<file path="src/sv/sads_pkg.sv">
`timescale 1ns / 1ps
// Shared definitions for the dual-stack unit: request and status codes,
// field widths, default sizes and the result packing function. No dependencies.
package sads_pkg;

    localparam int DEPTH_DEFAULT      = 64;
    localparam int DATA_WIDTH_DEFAULT = 32;
    localparam int CAP_RESET          = 64;

    // Fixed field widths of the stream payloads
    localparam int KIND_W     = 3;
    localparam int VALUE_W    = 32;
    localparam int STATUS_W   = 2;
    localparam int FOUND_W    = 6;
    localparam int COUNT_W    = 7;
    localparam int CAP_W      = 7;
    localparam int IN_TUSER_W = 4;
    localparam int OUT_DATA_W = 56;

    // Request kinds
    localparam logic [KIND_W-1:0] KIND_PUSH   = 3'd0;
    localparam logic [KIND_W-1:0] KIND_POP    = 3'd1;
    localparam logic [KIND_W-1:0] KIND_PEEK   = 3'd2;
    localparam logic [KIND_W-1:0] KIND_CLEAR  = 3'd3;
    localparam logic [KIND_W-1:0] KIND_SEARCH = 3'd4;

    // Result status codes
    localparam logic [STATUS_W-1:0] STAT_OK       = 2'd0;
    localparam logic [STATUS_W-1:0] STAT_FULL     = 2'd1;
    localparam logic [STATUS_W-1:0] STAT_EMPTY    = 2'd2;
    localparam logic [STATUS_W-1:0] STAT_NOTFOUND = 2'd3;

    // Pack one result, lowest field first, one pad bit on top
    function automatic logic [OUT_DATA_W-1:0] pack_result(
        input logic [STATUS_W-1:0] status,
        input logic [VALUE_W-1:0]  data,
        input logic [FOUND_W-1:0]  found_index,
        input logic [COUNT_W-1:0]  count_a,
        input logic [COUNT_W-1:0]  count_b,
        input logic                is_full
    );
        return {1'b0, is_full, count_b, count_a, found_index, data, status};
    endfunction

endpackage

</file>
<file path="src/sv/sads_ram.sv">
`timescale 1ns / 1ps
// Generic single-write, single-read RAM with a registered read port.
// No dependencies.
module sads_ram #(
    parameter int WIDTH = 32,
    parameter int DEPTH = 64
) (
    input  logic                     aclk,
    input  logic                     wr_en,
    input  logic [$clog2(DEPTH)-1:0] wr_addr,
    input  logic [WIDTH-1:0]         wr_data,
    input  logic [$clog2(DEPTH)-1:0] rd_addr,
    output logic [WIDTH-1:0]         rd_data
);

    logic [WIDTH-1:0] mem_reg [DEPTH];
    logic [WIDTH-1:0] rd_data_reg;

    always_ff @(posedge aclk) begin
        if (wr_en) begin
            mem_reg[wr_addr] <= wr_data;
        end
        rd_data_reg <= mem_reg[rd_addr];
    end

    assign rd_data = rd_data_reg;

endmodule

</file>
<file path="src/sv/shared_array_dual_stack_unit.sv">
`timescale 1ns / 1ps
// Two stacks in one shared slot RAM: sequencer, capacity register, output register.
// Depends on sads_pkg and sads_ram.
//
// Usage:
//   Requests arrive on the s_ channel: s_tuser carries the kind (push, pop, peek,
//   clear, search) and the stack select, s_tdata the 32-bit value. Every request
//   gives exactly one result on the m_ channel: status, data, match slot, both
//   stack sizes and a full flag. Stack A grows up from slot 0, stack B down from
//   slot capacity-1; a push is refused only when every slot in use is taken.
//   cfg_wr_en/cfg_wr_data set the capacity in use (clamped to 2..DEPTH) and empty
//   both stacks; write it only while no request is in flight.
// Timing:
//   Pop and peek of a non-empty stack go through ST_READ, all other requests through
//   ST_DONE, to the output register; the next request is taken only once that result
//   is handed on. A pop or peek reads the slot at the accept edge and sends the
//   registered data straight on. A search walks the stack one slot per cycle from
//   its bottom, stops at the first match or at the top and then waits in ST_DONE;
//   s_tready returns high in the same cycle as m_tvalid rises.
// Reset and stall:
//   Reset empties both stacks and sets capacity 64 (or DEPTH if smaller); slot
//   contents are not cleared. One result waits in the output register while the
//   next request is worked on; that next result holds in the sequencer until the
//   output register frees up, and s_tready stays low until then.
module shared_array_dual_stack_unit
    import sads_pkg::*;
#(
    parameter int DEPTH      = DEPTH_DEFAULT,
    parameter int DATA_WIDTH = DATA_WIDTH_DEFAULT
) (
    input  logic                  aclk,
    input  logic                  aresetn,
    // Configuration
    input  logic                  cfg_wr_en,
    input  logic [CAP_W-1:0]      cfg_wr_data,   // capacity_in_use
    // Request channel
    input  logic                  s_tvalid,
    output logic                  s_tready,
    input  logic [VALUE_W-1:0]    s_tdata,       // [31:0] value
    input  logic [IN_TUSER_W-1:0] s_tuser,       // [2:0] kind, [3] which_stack
    // Result channel
    output logic                  m_tvalid,
    input  logic                  m_tready,
    // [1:0] status, [33:2] data, [39:34] found_index, [46:40] count_a,
    // [53:47] count_b, [54] is_full, [55] zero
    output logic [OUT_DATA_W-1:0] m_tdata
);

    localparam int AW      = $clog2(DEPTH);
    localparam int CW      = $clog2(DEPTH + 1);
    localparam int CX      = (CW > CAP_W) ? CW : CAP_W;
    localparam int CAP_RST = (DEPTH < CAP_RESET) ? DEPTH : CAP_RESET;

    typedef enum logic [1:0] {
        ST_IDLE,
        ST_READ,
        ST_SCAN,
        ST_DONE
    } state_t;

    state_t                state_reg;
    logic                  m_tvalid_reg;
    logic [OUT_DATA_W-1:0] m_tdata_reg;
    logic [CW-1:0]         cap_reg;
    logic [CW-1:0]         depth_a_reg;
    logic [CW-1:0]         depth_b_reg;
    logic                  on_b_reg;
    logic [DATA_WIDTH-1:0] key_reg;
    logic [CW-1:0]         scan_k_reg;
    logic [AW-1:0]         scan_slot_reg;
    logic [STATUS_W-1:0]   res_status_reg;
    logic [VALUE_W-1:0]    res_data_reg;
    logic [AW-1:0]         res_found_reg;

    // Request decode
    logic [KIND_W-1:0]             s_kind;
    logic                          s_on_b;
    logic                          s_accept;
    logic [DATA_WIDTH+VALUE_W-1:0] val_sx;
    logic [DATA_WIDTH-1:0]         s_stored;

    assign s_kind   = s_tuser[KIND_W-1:0];
    assign s_on_b   = s_tuser[KIND_W];
    assign s_tready = (state_reg == ST_IDLE);
    assign s_accept = s_tvalid && s_tready;
    // Sign extend the 32-bit value, then keep the stored width
    assign val_sx   = {{DATA_WIDTH{s_tdata[VALUE_W-1]}}, s_tdata};
    assign s_stored = val_sx[DATA_WIDTH-1:0];

    // Stack geometry
    logic [CW:0]   depth_sum;
    logic          full_now;
    logic [CW-1:0] sel_depth;
    logic [CW-1:0] push_slot;
    logic [CW-1:0] top_slot;
    logic          scan_b;
    logic [CW-1:0] scan_k;
    logic [CW-1:0] scan_slot;
    logic [CW-1:0] scan_n;

    assign depth_sum = {1'b0, depth_a_reg} + {1'b0, depth_b_reg};
    assign full_now  = (depth_sum >= {1'b0, cap_reg});
    assign sel_depth = s_on_b ? depth_b_reg : depth_a_reg;
    assign push_slot = s_on_b ? (cap_reg - CW'(1) - depth_b_reg) : depth_a_reg;
    assign top_slot  = s_on_b ? (cap_reg - depth_b_reg) : (depth_a_reg - CW'(1));
    // Scan position: element 0 on accept, then walk with the counter
    assign scan_b    = (state_reg == ST_SCAN) ? on_b_reg : s_on_b;
    assign scan_k    = (state_reg == ST_SCAN) ? scan_k_reg : '0;
    assign scan_slot = scan_b ? (cap_reg - CW'(1) - scan_k) : scan_k;
    assign scan_n    = on_b_reg ? depth_b_reg : depth_a_reg;

    // Slot RAM
    logic                  ram_we;
    logic [AW-1:0]         ram_raddr;
    logic [DATA_WIDTH-1:0] ram_rdata;

    assign ram_we    = s_accept && (s_kind == KIND_PUSH) && !full_now;
    assign ram_raddr = ((state_reg == ST_IDLE) &&
                        ((s_kind == KIND_POP) || (s_kind == KIND_PEEK)))
                       ? top_slot[AW-1:0] : scan_slot[AW-1:0];

    sads_ram #(
        .WIDTH (DATA_WIDTH),
        .DEPTH (DEPTH)
    ) u_slots (
        .aclk    (aclk),
        .wr_en   (ram_we),
        .wr_addr (push_slot[AW-1:0]),
        .wr_data (s_stored),
        .rd_addr (ram_raddr),
        .rd_data (ram_rdata)
    );

    // Read data sign extended back to 32 bits
    logic [DATA_WIDTH+VALUE_W-1:0] rd_sx;
    logic [VALUE_W-1:0]            rd_word;
    logic                          hit;

    assign rd_sx   = {{VALUE_W{ram_rdata[DATA_WIDTH-1]}}, ram_rdata};
    assign rd_word = rd_sx[VALUE_W-1:0];
    assign hit     = (ram_rdata == key_reg);

    // Capacity clamp
    logic [CX-1:0] cfg_x;
    logic [CW-1:0] cap_next;

    assign cfg_x = CX'(cfg_wr_data);

    always_comb begin
        priority if (cfg_x < CX'(2)) begin
            cap_next = CW'(2);
        end else if (cfg_x > CX'(DEPTH)) begin
            cap_next = CW'(DEPTH);
        end else begin
            cap_next = cfg_x[CW-1:0];
        end
    end

    // Result emission
    logic                  out_free;
    logic                  emit_go;
    logic [STATUS_W-1:0]   emit_status;
    logic [VALUE_W-1:0]    emit_data;
    logic [AW+FOUND_W-1:0] found_x;
    logic [CW+COUNT_W-1:0] count_a_x;
    logic [CW+COUNT_W-1:0] count_b_x;
    logic [OUT_DATA_W-1:0] m_tdata_next;

    assign out_free = !m_tvalid_reg || m_tready;

    always_comb begin
        emit_go     = 1'b0;
        emit_status = res_status_reg;
        emit_data   = res_data_reg;
        unique case (state_reg)
            ST_DONE: begin
                emit_go = out_free;
            end
            ST_READ: begin
                // Forward the returning slot straight into the output register
                emit_go     = out_free;
                emit_status = STAT_OK;
                emit_data   = rd_word;
            end
            default: ;
        endcase
    end

    assign found_x   = {{FOUND_W{1'b0}}, res_found_reg};
    assign count_a_x = {{COUNT_W{1'b0}}, depth_a_reg};
    assign count_b_x = {{COUNT_W{1'b0}}, depth_b_reg};
    assign m_tdata_next = pack_result(emit_status, emit_data,
                                      (state_reg == ST_READ) ? '0 : found_x[FOUND_W-1:0],
                                      count_a_x[COUNT_W-1:0], count_b_x[COUNT_W-1:0],
                                      full_now);

    // Sequencer, stack pointers and output register
    always_ff @(posedge aclk) begin
        if (!aresetn) begin
            state_reg    <= ST_IDLE;
            m_tvalid_reg <= 1'b0;
            cap_reg      <= CW'(CAP_RST);
            depth_a_reg  <= '0;
            depth_b_reg  <= '0;
        end else begin
            if (emit_go) begin
                m_tvalid_reg <= 1'b1;
                m_tdata_reg  <= m_tdata_next;
            end else if (m_tvalid_reg && m_tready) begin
                m_tvalid_reg <= 1'b0;
            end
            // Stack B's slots move with the capacity: drop both stacks
            if (cfg_wr_en) begin
                cap_reg     <= cap_next;
                depth_a_reg <= '0;
                depth_b_reg <= '0;
            end

            unique case (state_reg)
                ST_IDLE: begin
                    if (s_accept) begin
                        on_b_reg       <= s_on_b;
                        key_reg        <= s_stored;
                        res_status_reg <= STAT_OK;
                        res_data_reg   <= '0;
                        res_found_reg  <= '0;
                        state_reg      <= ST_DONE;
                        unique case (s_kind)
                            KIND_PUSH: begin
                                if (full_now) begin
                                    res_status_reg <= STAT_FULL;
                                end else if (s_on_b) begin
                                    depth_b_reg <= depth_b_reg + CW'(1);
                                end else begin
                                    depth_a_reg <= depth_a_reg + CW'(1);
                                end
                            end
                            KIND_POP, KIND_PEEK: begin
                                if (sel_depth == '0) begin
                                    res_status_reg <= STAT_EMPTY;
                                end else begin
                                    state_reg <= ST_READ;
                                    if (s_kind == KIND_POP) begin
                                        if (s_on_b) begin
                                            depth_b_reg <= depth_b_reg - CW'(1);
                                        end else begin
                                            depth_a_reg <= depth_a_reg - CW'(1);
                                        end
                                    end
                                end
                            end
                            KIND_CLEAR: begin
                                if (s_on_b) begin
                                    depth_b_reg <= '0;
                                end else begin
                                    depth_a_reg <= '0;
                                end
                            end
                            KIND_SEARCH: begin
                                if (sel_depth == '0) begin
                                    res_status_reg <= STAT_NOTFOUND;
                                end else begin
                                    state_reg     <= ST_SCAN;
                                    scan_slot_reg <= scan_slot[AW-1:0];
                                    scan_k_reg    <= CW'(1);
                                end
                            end
                            default: ;
                        endcase
                    end
                end
                ST_READ: begin
                    // Hold the read data when the output register is still busy
                    if (emit_go) begin
                        state_reg <= ST_IDLE;
                    end else begin
                        res_data_reg <= rd_word;
                        state_reg    <= ST_DONE;
                    end
                end
                ST_SCAN: begin
                    // Walk from the bottom of the stack: first hit is the wanted slot
                    priority if (hit) begin
                        res_found_reg <= scan_slot_reg;
                        state_reg     <= ST_DONE;
                    end else if (scan_k_reg == scan_n) begin
                        res_status_reg <= STAT_NOTFOUND;
                        state_reg      <= ST_DONE;
                    end else begin
                        scan_slot_reg <= scan_slot[AW-1:0];
                        scan_k_reg    <= scan_k_reg + CW'(1);
                    end
                end
                ST_DONE: begin
                    if (emit_go) begin
                        state_reg <= ST_IDLE;
                    end
                end
                default: begin
                    state_reg <= ST_IDLE;
                end
            endcase
        end
    end

    assign m_tvalid = m_tvalid_reg;
    assign m_tdata  = m_tdata_reg;

    // Checks
    a_no_overlap: assert property (@(posedge aclk) disable iff (!aresetn)
        depth_sum <= {1'b0, cap_reg})
        else $error("stacks overlap the capacity in use");

    a_one_in_flight: assert property (@(posedge aclk) disable iff (!aresetn)
        s_accept |=> !s_tready)
        else $error("request accepted while another is in flight");

    a_read_after_accept: assert property (@(posedge aclk) disable iff (!aresetn)
        (state_reg == ST_READ) |-> $past(s_accept))
        else $error("slot read state entered without a request");

    a_scan_bound: assert property (@(posedge aclk) disable iff (!aresetn)
        (state_reg == ST_SCAN) |-> ((scan_n != '0) && (scan_k_reg <= scan_n)))
        else $error("search walked past the top of the stack");

endmodule

</file>
<file path="config.mk">
export PLATFORM = sky130hd
export DESIGN_NAME = shared_array_dual_stack_unit
export DESIGN_NICKNAME = d
export VERILOG_FILES = /design/src/sv/sads_pkg.sv /design/src/sv/sads_ram.sv /design/src/sv/shared_array_dual_stack_unit.sv
export SDC_FILE = /design/constraint.sdc
export NUM_CORES = 2
export LEC_CHECK = 0
export ABC_CLOCK_PERIOD_IN_PS = 4600
export BUFFER_PORTS_ARGS = -buffer_cell sky130_fd_sc_hd__buf_2
export CAP_MARGIN = 20
export CORE_ASPECT_RATIO = 0.7
export CORE_UTILIZATION = 35
export CTS_BUF_LIST = sky130_fd_sc_hd__clkbuf_16
export CTS_CLUSTER_DIAMETER = 50
export DETAILED_ROUTE_END_ITERATION = 6
export HOLD_SLACK_MARGIN = 0.15
export PLACE_DENSITY = 0.58
export SETUP_SLACK_MARGIN = 0.05
export SYNTH_ARGS = -nofsm -noshare
export SYNTH_HDL_FRONTEND = slang
export SYNTH_SLANG_ARGS = --single-unit
export TNS_END_PERCENT = 1
</file>
<file path="constraint.sdc">
create_clock -name aclk -period 4.6 [get_ports aclk]
set_input_delay 0.69 -clock aclk [delete_from_list [all_inputs] [get_ports aclk]]
set_output_delay 0.69 -clock aclk [all_outputs]
set_load 0.05 [all_outputs]
</file>
# Word level (Yosys, flattened, before mapping)
# Memories as Yosys holds them, arrays and structs flattened. A register that Yosys moved wholly into a read port is not among the register bits.
# Cells that the tools add are included.
# totals
memories,1
inputBits,48
out_inout_bits,58
mem_bits_rw,2048
register_bits,165
# op_classes
eq_ne,19
reduce_logical,24
n_mux,70
n_lt_le_gt_ge,3
add_sub_neg,10
# mem_list
memory,words,width,rd,rd_clocked_by_memory_dff,wr,line_no,source
u_slots.mem_reg,64,32,1,1,1,sads_ram.sv:16,logic [WIDTH-1:0] mem_reg [DEPTH];
# op_table
operator,count
$mux W7,27
$mux W32,3
$mux W6,12
$pmux W32 S2,1
$pmux W7 S3,2
$eq A32 B32 Y1,1
$pmux W6 S2,2
$add A7 B1 Y7 const B,3
$mux W2,10
$sub A6 B6 Y6,3
$pmux W7 S2,1
$sub A7 B1 Y7 const B,2
$ne A2 B2 Y1 const B,6
$add A7 B7 Y8,1
$ge A8 B7 Y1,1
$mux W1,8
$pmux W2 S2,2
$pmux W2 S4,1
$reduce_and A4 Y1,2
$eq A7 B7 Y1,1
$gt A7 B7 Y1 const B,1
$logic_not A7 Y1,1
$lt A7 B2 Y1 const B,1
$reduce_and A7 Y1,1
19 further kinds,33

# Logic depth before layout (Yosys ltp)
# depth
depth_word,8
depth_mapped,20
depth_no_buf,15

# Hierarchy
# Synthesis repeated with hierarchy kept, for this count alone.
# hier_totals
hier_cells,4345
area_unflattened_um2,88333.5
# by_module_without_submodules
module,seq_area_each_um2,n_inst,cells_per_inst,area_per_inst_um2
sads_ram,62139.6,1,3511,79039.6
shared_array_dual_stack_unit,4714.5,1,834,9293.9

# Least setup slack after synthesis
# Ideal clock, no wire load.
# synth_path
path_type,register to register
startpoint,reg depth_a_reg[1]
endpoint,mem u_slots.mem_reg[60][0] (enable)
setup_ps,421
setup_slack_ps,-125
arrival_time_ps,4303
path_stages_with_launch,15
required_time_ps,4179
path_buffers,1
cell_sequence,dfxtp_1 ha_1 a21o_1 a21oi_1 o21bai_1 a21oi_1 xnor2_1 ha_1 a21o_1 a211oi_1 o211ai_1 nor3_1 nand2b_1 clkbuf_1 nor2_1
# synth_via
elab_chain_cells,6
# synth_rtl
element,line_no,source
start: declaration,shared_array_dual_stack_unit.sv:65,logic [CW-1:0] depth_a_reg;
start signal: assignment,shared_array_dual_stack_unit.sv:235,depth_a_reg <= depth_a_reg + CW'(1);
start signal: assignment,shared_array_dual_stack_unit.sv:247,depth_a_reg <= depth_a_reg - CW'(1);
$add A7 B7 Y8,shared_array_dual_stack_unit.sv:101,"assign depth_sum = {1'b0, depth_a_reg} + {1'b0, depth_b_reg};"
$ge A8 B7 Y1,shared_array_dual_stack_unit.sv:102,"assign full_now = (depth_sum >= {1'b0, cap_reg});"
$logic_not A1 Y1,shared_array_dual_stack_unit.sv:117,assign ram_we = s_accept && (s_kind == KIND_PUSH) && !full_now;
$logic_and A1 B1 Y1,shared_array_dual_stack_unit.sv:117,
$mux W1,sads_ram.sv:20,if (wr_en) begin
$mux W1 (not written as such),sads_ram.sv:21,mem_reg[wr_addr] <= wr_data;
end: declaration,sads_ram.sv:16,
# Several ways; a longest one is shown, not always the timed one.

# Worst setup path after layout
# layout_path
startpoint,reg cap_reg[0]
endpoint,"reg u_slots.rd_data_reg[6], in the netlist u_slots.rd_data[6] (read register of u_slots.mem_reg)"
# layout_via
elab_chain_cells,4
# layout_rtl
element,line_no,source
start: declaration,shared_array_dual_stack_unit.sv:64,logic [CW-1:0] cap_reg;
start signal: assignment,shared_array_dual_stack_unit.sv:202,cap_reg <= CW'(CAP_RST);
start signal: assignment,shared_array_dual_stack_unit.sv:214,cap_reg <= cap_next;
$sub A6 B1 Y6,shared_array_dual_stack_unit.sv:109,assign scan_slot = scan_b ? (cap_reg - CW'(1) - scan_k) : scan_k;
$sub A6 B6 Y6,shared_array_dual_stack_unit.sv:109,
$mux W6,shared_array_dual_stack_unit.sv:109,
$mux W6 *,shared_array_dual_stack_unit.sv:120,? top_slot[AW-1:0] : scan_slot[AW-1:0];
end: declaration,sads_ram.sv:17,logic [WIDTH-1:0] rd_data_reg;
# Mark *: on every way between the ends. The rest lies on a longest branch, timed or not.
# A chain may end at the register's enable or synchronous reset.

==> results.txt <==
Unique masters post-synth: 77
Pre-CTS setup slack: -429.7 ps
DRT antenna net count: 0
Setup_tns: 0 ps
Crit end category: flip-flop
Largest net degree at the start of global routing: 79
Leakage: 36.73 nW
Setup CP Type: reg2reg
Slew margin rel.: 19.99%
Period utilization: 96.43%
Area contributors post-synth: edfxtp_1 72%, nand2_1 6.7%, nand3_1 2.6%, mux2i_1 2.5%, a21oi_1 1.6%
Max VDD drop: 0.0003480 V
Global-route wire length before repair: 399500 um
PortBufs: 104
Drc violations: 0
Via count: 58080
Layout area overhead: 17.29%
CP max FO: 24
Ys flop type: edfxtp_1
Clock latency on the worst-skew pair: 870 ps
Nets@finish: 7126
# fillers: 23670
I/O Pins: 106
Clock sinks: 2245
Final Max Slew Viols: 0
DRT iter0 DRCs: 8228
Most frequent cells in the layout: 2189 x edfxtp_1, 1622 x nand2_1, 468 x nand3_1, 334 x buf_4, 294 x a21oi_1
Final setup fails: 0
Multi-input logic area: 22770 sq um
Mean Syn Cell Area: 13.63 sq um
DRT Wirelength: 282400 um
Seq cells post-synth: 2245
Worst EP arrival: 5130 ps
RePlAce Congestion: 0.8734
Syn_nets: 6749
TritonCTS Buffers: 209
Vias in the first global route: 54430
Die Area: 261600 sq um
Core Area: 258000 sq um
Hpwl dp: 173000 um
Commonest non-fill, non-tap cell in the layout: edfxtp_1
Initial Util: 35.20%
Fmax achieved: 225.4 MHz
Vias per Instance: 5.439
Cell area after synthesis: 90830 sq um
Final worst slack: 164.4 ps
Final Hold Fails: 0
Sequential share of the synthesized area: 73.60%
Critical Path RT: 5290 ps
H-Tree Depth: 4
Cells after synthesis: 6662
Final Util: 41.29%
Hold crit path type: in2reg
Synth warnings: 0
Fraction of layout cells with a size suffix above 1: 15.78%
CTS tree: built
Post-synth EDFFs: 2189
Power Density: 501.4 nW/um^2
Yosys top cell by area: edfxtp_1
Crit path time final: 4436 ps
Gr usage total: 21.02%
Gr ovfl total: 0
DRT Pass-1 Iters: 5
Tightest Pin Transition: 1200 ps
Die Y-Extent: 428.2 um
Clock Pin Slew Worst Setup and Hold Paths: 60 ps
Number of flip-flops in the largest register: 2048
Asr flop ratio synth: 0%
CP startpoint kind: flip-flop
Share of the synthesized area in the top cell type: 72.37%
Die X: 610.9 um
FF/Latch Area: 66860 sq um
Antenna violations before repair: 24
Setup Skew: 78.30 ps
CTS Buffer Depth: 4
Status: finished, final reports clean
Routed len/inst: 26.45 um
RSZ-0062 raised after global routing: true
Number of max-cap violations: 0
Row cnt: 156
Root buffer cell: clkbuf_16
final timing paths:
check,from,end,slack [ps],cells past startpoint
setup / recovery,cap_reg[0]$_SDFFE_PN0P_,u_slots.rd_data[6]$_DFF_P_,160,15
hold / removal,cfg_wr_data[2],cap_reg[2]$_SDFFE_PN0P_,210,3
setup reg to reg,cap_reg[0]$_SDFFE_PN0P_,u_slots.rd_data[6]$_DFF_P_,160,15
hold reg to reg,scan_slot_reg[0]$_DFFE_PP_,res_found_reg[0]$_SDFFCE_PN0P_,500,1
routing by layer:
metal | vias up | GRT usage, % | wire [um]
li1 | 25450 | - | -
met2 | 2944 | 29.77 | 118300
met1 | 29320 | 32.29 | 125400
met5 | - | 0 | 166
met3 | 354 | 5.176 | 32450
met4 | 10 | 4.607 | 6119
cells by family after synthesis:
logic type,count (synthesis),synth area share (%)
and+or+nand+nor,2719,13.14
buffers and inverters,448,2.336
AOI/OAI and AO/OA,776,5.449
muxes,361,4.199
other,1,0.004128
adders and majority gates,39,0.5703
xor gates and xnor gates,73,0.7039
DFF,2245,73.60
layout make-up:
type / instances / area share (%)
Antenna cell: 3 / 0.007046
Tap cell: 3476 / 4.082
Sequential cell: 2245 / 62.75
Multi-Input combinational cell: 3970 / 21.37
Clock buffer: 212 / 4.979
Timing Repair Buffer: 582 / 5.507
Inverter: 31 / 0.1092
Clock inverter: 159 / 1.196
worst max-delay path, stage by stage (launching register included):
cell,delay (ps)
dfxtp_1,450
inv_1,100
ha_1,330
inv_1,100
ha_1,300
nor2b_1,150
o31ai_1,330
a21oi_1,130
xnor2_1,180
a21oi_1,540
nor2_4,200
or2_1,270
buf_4,190
buf_4,300
nor4_1,580
nor4_1,130
cells in the mapped netlist (4+ instances only):
master / instances
inv_1: 30
a211o_1: 5
xnor2_1: 28
a311oi_1: 96
buf_1: 27
or3_1: 7
a21o_1: 10
nand3_1: 472
nor4_1: 108
clkbuf_1: 161
a21oi_1: 294
and2_1: 44
edfxtp_1: 2189
buf_6: 13
buf_4: 28
nor2_1: 209
ha_1: 35
a211oi_1: 5
nor2b_1: 24
o21a_1: 11
o211ai_1: 12
a22o_1: 31
nor3_1: 24
mux2i_1: 231
o21ai_0: 82
o31ai_1: 5
nor4b_1: 31
buf_2: 187
nand2b_1: 15
and3_1: 131
a22oi_1: 5
o22ai_1: 74
a32o_1: 9
fa_1: 4
nand2_1: 1625
xor2_1: 45
dfxtp_1: 56
o21ai_1: 14
mux2_2: 126
nand4_1: 7
o2bb2ai_1: 31
a31oi_1: 67
nor3b_1: 4
power breakdown:
group          switching (mW)  internal [mW]  total (mW)
Sequential              0.564           22.7        23.3
Combinational            8.66           4.35        13.0
Clock                    7.59           9.51        17.1
Total                    16.8           36.6        53.4
through the flow:
step,instance area (sq um),total power [mW],cells,hold slack [ps]
2_1_floorplan,90830,30.15,6662,428.8
3_3_place_gp,99560,36.30,10290,508.9
3_5_place_dp,99600,36.37,10290,510.5
4_1_cts,106200,53.34,10660,152.0
5_1_grt,106500,55.19,10680,208.4
6_report,106500,53.42,10680,211.3
repair_timing:
| item | CTS | global route |
|---|---|---|
| cloned | 0 | 1 |
| setup buffers | 0 | 6 |
| setup endpoints to repair | 6 | 994 |
| resized for setup | 8 | 20 |
| hold buffers | 2 | 1 |
| hold endpoints to repair | 2 | 2 |
| pin swaps | 0 | 4 |
Power figures use the tool's default switching activity.
